File: config.mk
export PLATFORM = sky130hd
export DESIGN_NAME = jetp_div
export DESIGN_NICKNAME = d
export VERILOG_FILES = /design/src/hdl/jetp_div.sv
export SDC_FILE = /design/constraint.sdc
export NUM_CORES = 1
export LEC_CHECK = 0
export ABC_CLOCK_PERIOD_IN_PS = 9500
export BUFFER_PORTS_ARGS = -buffer_cell sky130_fd_sc_hd__buf_2
export CAP_MARGIN = 0
export CELL_PAD_IN_SITES_DETAIL_PLACEMENT = 1
export CELL_PAD_IN_SITES_GLOBAL_PLACEMENT = 1
export CORE_UTILIZATION = 49
export CTS_CLUSTER_DIAMETER = 40
export CTS_CLUSTER_SIZE = 24
export DETAILED_ROUTE_END_ITERATION = 7
export PLACE_DENSITY = 0.89
export REMOVE_ABC_BUFFERS = 1
export SETUP_SLACK_MARGIN = 0.2
export SLEW_MARGIN = 20
export SYNTH_ARGS = -nofsm -noshare
export SYNTH_HDL_FRONTEND = slang
export SYNTH_SLANG_ARGS = --single-unit
File: constraint.sdc
create_clock -name clk -period 9.5 [get_ports clk]
set_input_delay 0.95 -clock clk [delete_from_list [all_inputs] [get_ports clk]]
set_output_delay 0.95 -clock clk [all_outputs]
set_load 0.03 [all_outputs]
File: src/hdl/jetp_div.sv
// Divider of an unsigned dividend by a fixed divisor, by multiplication with a
// rounded-up reciprocal: four partial products, one a cycle, on one small
// multiplier. Depends on nothing.
`default_nettype none

module jetp_div #(
  parameter int DIVISOR = 1024,
  parameter int N       = 41
) (
  input  wire logic         clk,
  input  wire logic         rst,
  input  wire logic         start,
  input  wire logic [N-1:0] dividend,
  output logic      [N-1:0] quotient,
  output logic              done
);

  // With L = ceil(log2(DIVISOR)) and RECIP = ceil(2^(N+L) / DIVISOR), the
  // product dividend * RECIP shifted right by N + L is the exact quotient
  // for every dividend below 2^N.
  localparam int L   = $clog2(DIVISOR);
  localparam int S   = N + L;
  localparam int MW  = N + 2;
  localparam int HN  = (N + 1) / 2;
  localparam int HM  = (MW + 1) / 2;
  localparam int PW  = HM;
  localparam int AW  = N + MW;
  localparam int SHW = $clog2(AW);
  localparam logic [127:0] POW_S      = 128'd1 << S;
  localparam logic [127:0] RECIP_WIDE =
    (POW_S + 128'(DIVISOR) - 128'd1) / 128'(DIVISOR);
  localparam logic [MW-1:0] RECIP = RECIP_WIDE[MW-1:0];

  logic [N-1:0]    num;
  logic [AW-1:0]   acc;
  logic [1:0]      step;
  logic            busy;
  logic [PW-1:0]   nl;
  logic [PW-1:0]   nh;
  logic [PW-1:0]   ml;
  logic [PW-1:0]   mh;
  logic [PW-1:0]   op_a;
  logic [PW-1:0]   op_b;
  logic [SHW-1:0]  shamt;
  logic [2*PW-1:0] pp;

  assign nl = PW'(num[HN-1:0]);
  assign nh = PW'(num[N-1:HN]);
  assign ml = PW'(RECIP[HM-1:0]);
  assign mh = PW'(RECIP[MW-1:HM]);

  always_comb begin
    case (step)
      2'd0: begin
        op_a  = nl;
        op_b  = ml;
        shamt = '0;
      end
      2'd1: begin
        op_a  = nl;
        op_b  = mh;
        shamt = SHW'(HM);
      end
      2'd2: begin
        op_a  = nh;
        op_b  = ml;
        shamt = SHW'(HN);
      end
      default: begin
        op_a  = nh;
        op_b  = mh;
        shamt = SHW'(HN + HM);
      end
    endcase
  end

  assign pp       = op_a * op_b;
  assign quotient = N'(acc >> S);

  always_ff @(posedge clk) begin
    if (rst) begin
      busy <= 1'b0;
      done <= 1'b0;
      step <= '0;
    end else begin
      done <= busy && (step == 2'd3);
      if (start) begin
        busy <= 1'b1;
        step <= '0;
      end else if (busy) begin
        step <= step + 2'd1;
        if (step == 2'd3) begin
          busy <= 1'b0;
        end
      end
    end
  end

  always_ff @(posedge clk) begin
    if (start) begin
      num <= dividend;
      acc <= '0;
    end else if (busy) begin
      acc <= acc + (AW'(pp) << shamt);
    end
  end

endmodule

`default_nettype wire

==> flow_results.org <==
** Yosys
- A synthesized cell averages between 8 and 9 um^2.
- Fraction of the mapped netlist area in adder cells :: 0.09559
- For this run, the leading register cell type out of synthesis is sky130_fd_sc_hd__dfxtp_1.
- Summing every instance area after synthesis gives roughly 9100 um^2.
- During synthesis, Yosys emitted a total of 0 warnings.
- Yosys cell types :: ~80
- By area, the combinational part of the netlist is dominated by compound AO/OA/AOI/OAI gates.
- Number of synthesized flops with an enable pin :: about 40
- Measured against the total synthesized area, the mux share comes to 0.06524.
- Counting every instance in the synthesized netlist gives 1130.
- Area share of and/or/nand/nor cells after synthesis :: 0.2158
- The post-synthesis compound-gate area fraction came to 0.2259.
- Share of the yosys chip area belonging to registers :: 0.2868
- Share of flip-flops with an asynchronous set or reset after synthesis :: 0
- Of the total synthesized cell area, the portion taken by XOR and XNOR cells is 0.04230.
- The synthesized design contains 110 register bits.

** STA
- Setup repair after global routing left no endpoint under its margin.
- Setup violations remaining at the end of the flow were counted as 0.
- Worst slew margin relative to its limit :: 0.3429
- In the final timing run, aggregate negative setup slack is 0 ps.
- Timing would allow up to between 0.15 and 0.2 GHz.
- Final worst path period share :: 0.5999
- At the pin with the least slew margin, the transition time is approximately 980 ps.
- Number of failing hold endpoints at the final stage :: 0
- Post-Route Skew :: between 10 and 15 ps
- The routed design could run at a clock period as short as 5699 ps.
- The max-slew violation count came to 0.

** Hold path
- The worst hold path passes through 2 cells.
- Worst hold endpoint :: acc[34]
- Path type of the worst min-delay path :: reg2reg
- In this run the most critical hold path is launched from acc[34].

** Worst setup path
- Count of cells along the worst register-to-register path :: 18
- Critical Path AT :: 5960 ps
- Endpoint kind of the worst setup timing path :: flop
- The critical path is of the reg2reg type.
- In this run the critical register-to-register path is captured at acc[82].
- Worst reg2reg path startpoint :: step[1]
- Setup slack on the worst flop-to-flop path :: ~3800 ps
- Required time at the endpoint of the critical path :: ~9800 ps
- Along the worst path, the maximum fanout reaches 19.
- The worst setup path is launched from a flop.

** Clock network
- Clock tree synthesis found a total of 110 sinks.
- Root Buffer :: sky130_fd_sc_hd__clkbuf_16
- Clock tree from TritonCTS :: yes
- The clock reaches the later pin of the worst-skew pair after 370 ps.
- The H-tree generated during clock tree synthesis spans 3 levels.
- Number of buffers inserted by post-CTS setup repair :: 0
- Hold buffer count at cts :: 0
- CTS clk-pin slew, worst paths :: around 90 ps
- Gates resized during post-CTS repair numbered 0.
- TritonCTS created 9 clock buffers.
- The clock passes through at most 2 buffers.

** Final layout
- Area growth from synthesis to layout :: 5.604%
- Leading cell type in the layout, fill and taps excluded :: sky130_fd_sc_hd__nor2_1
- 0 antenna diodes ended up in the layout.
- Of the cells placed in the final design, the portion with a size suffix greater than 1 is 0.1213.
- Post-layout instance area :: a little under 10000 um^2
- Highest-count cells in the layout ignoring fill and taps :: sky130_fd_sc_hd__nor2_1, sky130_fd_sc_hd__nand2_1, sky130_fd_sc_hd__a21oi_1, sky130_fd_sc_hd__buf_2
- The net count of the finished layout is 1246.

** Global route
- First-pass GRT wire length :: slightly below 50 mm
- For this run, global-route usage on met3 was measured as 0.04953.
- Met2 global-route usage :: 0.5530
- Gr busiest metal :: met2
- Via count of the first global-routing pass :: between 8k and 9k
- For this run the aggregate overflow at the end of global routing stands at 0.
- The initial antenna violation count came to 0.
- Pin count of the biggest net entering global routing :: 65
- Met1 track demand over resource in global routing :: 0.4075
- For this run, the total global-route usage over all layers was measured as 0.3236.

** Floorplan
- Core region area :: around 18000 um^2
- For this design the top-level I/O count stands at 86.
- Height of the chip :: 138.4 um
- Initial Utilization :: 0.5037
- Width of the die :: 138.4 um
- The die covers 19140 um^2.
- The floorplan has between 40 and 50 rows.

** Pwr
- Power density relative to cell area :: 109.6 nW/um^2
- The worst-case IR drop observed on VDD is around 0.11 mV.
- For this design the static power due to leakage is roughly 4.2 nW.

** Routing
- After the first detailed-routing iteration, the DRC count stood at about 770.
- Residual antenna-violating net count after detailed routing :: 0
- Post-detailed-routing wire length :: about 30 mm
- Dividing the detail-routed via count by the number of cells gives 6.383.
- DR pass1 iterations :: 6
- Across all layers, the routed design uses roughly 8.7k vias.
- Dividing the detail-routed wire length by the instance count gives approximately 23 um.
- In the routed design, unresolved DRC markers number 6.

** Placement
- Cell area after placement :: roughly 9300 um^2
- After legalization and detailed placement, the total HPWL measured 23.78 mm.
- Gpl congestion :: between 1 and 1.5
- Port Buffer Count :: 77

** Status
- The checks that failed: DRC.
- The run finished, with violations left.

** Flow run
- Across the run, the number of max-cap violations was 0.
-- cell usage after synthesis, drive strengths merged, types with 8 or more instances --
library cell / instances / area share
a31oi: 9 / 0.0062
a211oi: 11 / 0.011
nand2: 114 / 0.047
nand3: 23 / 0.013
nor4: 9 / 0.0062
dfxtp: 69 / 0.15
edfxtp: 41 / 0.14
o21ai: 70 / 0.040
a21oi: 97 / 0.054
buf: 53 / 0.041
ha: 68 / 0.093
and3: 11 / 0.0076
inv: 18 / 0.0074
o211ai: 11 / 0.010
a21o: 26 / 0.021
nand4: 11 / 0.0076
o21bai: 8 / 0.0066
nor3: 42 / 0.023
nor2: 138 / 0.057
o21a: 12 / 0.010
and2: 30 / 0.021
clkbuf: 46 / 0.019
mux2i: 56 / 0.062
xnor2: 20 / 0.019
xor2: 24 / 0.023
nor2b: 9 / 0.0062
-- where the power goes --
group	leakage [nW]	internal (W)	total, W	switching, W
logic	3.06	0.0000436	0.000138	0.0000941
clock network	0.147	0.000188	0.000399	0.000212
registers	0.959	0.000509	0.000518	0.00000917
-- state kept, by name, summed over array words and instances (netlist names) --
signal / count
busy: 1
num: 41
step: 2
done: 1
acc: 65
-- logic make-up (layout without fill, tap and decap cells) --
family                   after synthesis  in the layout
XOR/XNOR                              44             44
buffers and inverters                118            119
flip-flops                           110            110
AND/OR/NAND/NOR                      422            422
other                                  1              8
AO/OA/AOI/OAI                        307            307
adder cells (fa/ha/maj)               69             69
multiplexers                          59             59
-- per-layer routing --
layer	part of all wire	up-vias
met2	0.48	281
met4	0.034	0
li1	-	4074
met3	0.056	62
met1	0.43	4309
met5	0	-
-- worst max-delay path, cell delays in order (launching register included) --
cell and delay [ps]:
sky130_fd_sc_hd__dfxtp_1 400, sky130_fd_sc_hd__inv_1 100, sky130_fd_sc_hd__ha_1 460, sky130_fd_sc_hd__nor2_1 200, sky130_fd_sc_hd__buf_4 260, sky130_fd_sc_hd__mux2_2 370
sky130_fd_sc_hd__o211ai_1 360, sky130_fd_sc_hd__mux2i_1 190, sky130_fd_sc_hd__and2_1 220, sky130_fd_sc_hd__ha_1 430, sky130_fd_sc_hd__a211oi_2 310, sky130_fd_sc_hd__o211ai_1 200
sky130_fd_sc_hd__a221oi_2 410, sky130_fd_sc_hd__o21ai_2 180, sky130_fd_sc_hd__a21oi_2 330, sky130_fd_sc_hd__a211oi_2 160, sky130_fd_sc_hd__o21a_1 230, sky130_fd_sc_hd__or4_1 500
sky130_fd_sc_hd__a32o_1 260
-- stage by stage --
stage	instances	util	setup WS [ps]	total power, W	hold slack, ps
floorplan	1038	-	4458	0.0006079	431.5
global placement	1351	0.5151	4145	0.0006558	455.4
detailed placement	1351	0.5151	3990	0.0006629	476.6
CTS	1367	0.5318	3874	0.001057	489.0
global route	1367	0.5319	3439	0.001084	520.6
finish	1367	0.5319	3801	0.001055	486.1
-- cell type report --
cell class,instances,area [um^2]
fillers,2245,8466
multi-input cells,909,5907
flip-flops and latches,110,2614
repair buffers,84,440.4
well taps,229,286.5
clock buffers,9,225.2
clock inverters,7,76.32
inverters,19,71.32
-- how the worst max path moves through the flow --
| stage | startpoint | to | slack, ps |
|---|---|---|---|
| 3_5_place_dp | step[1] | acc[82] | 3990 |
| 4_1_cts | step[0] | acc[82] | 3870 |
| 3_3_place_gp | step[0] | acc[59] | 4150 |
| 2_1_floorplan | step[1] | acc[82] | 4460 |
| 5_1_grt | step[0] | acc[82] | 3440 |
| 6_report | step[1] | acc[82] | 3800 |
Note: power is estimated with default switching activity, not from simulation.
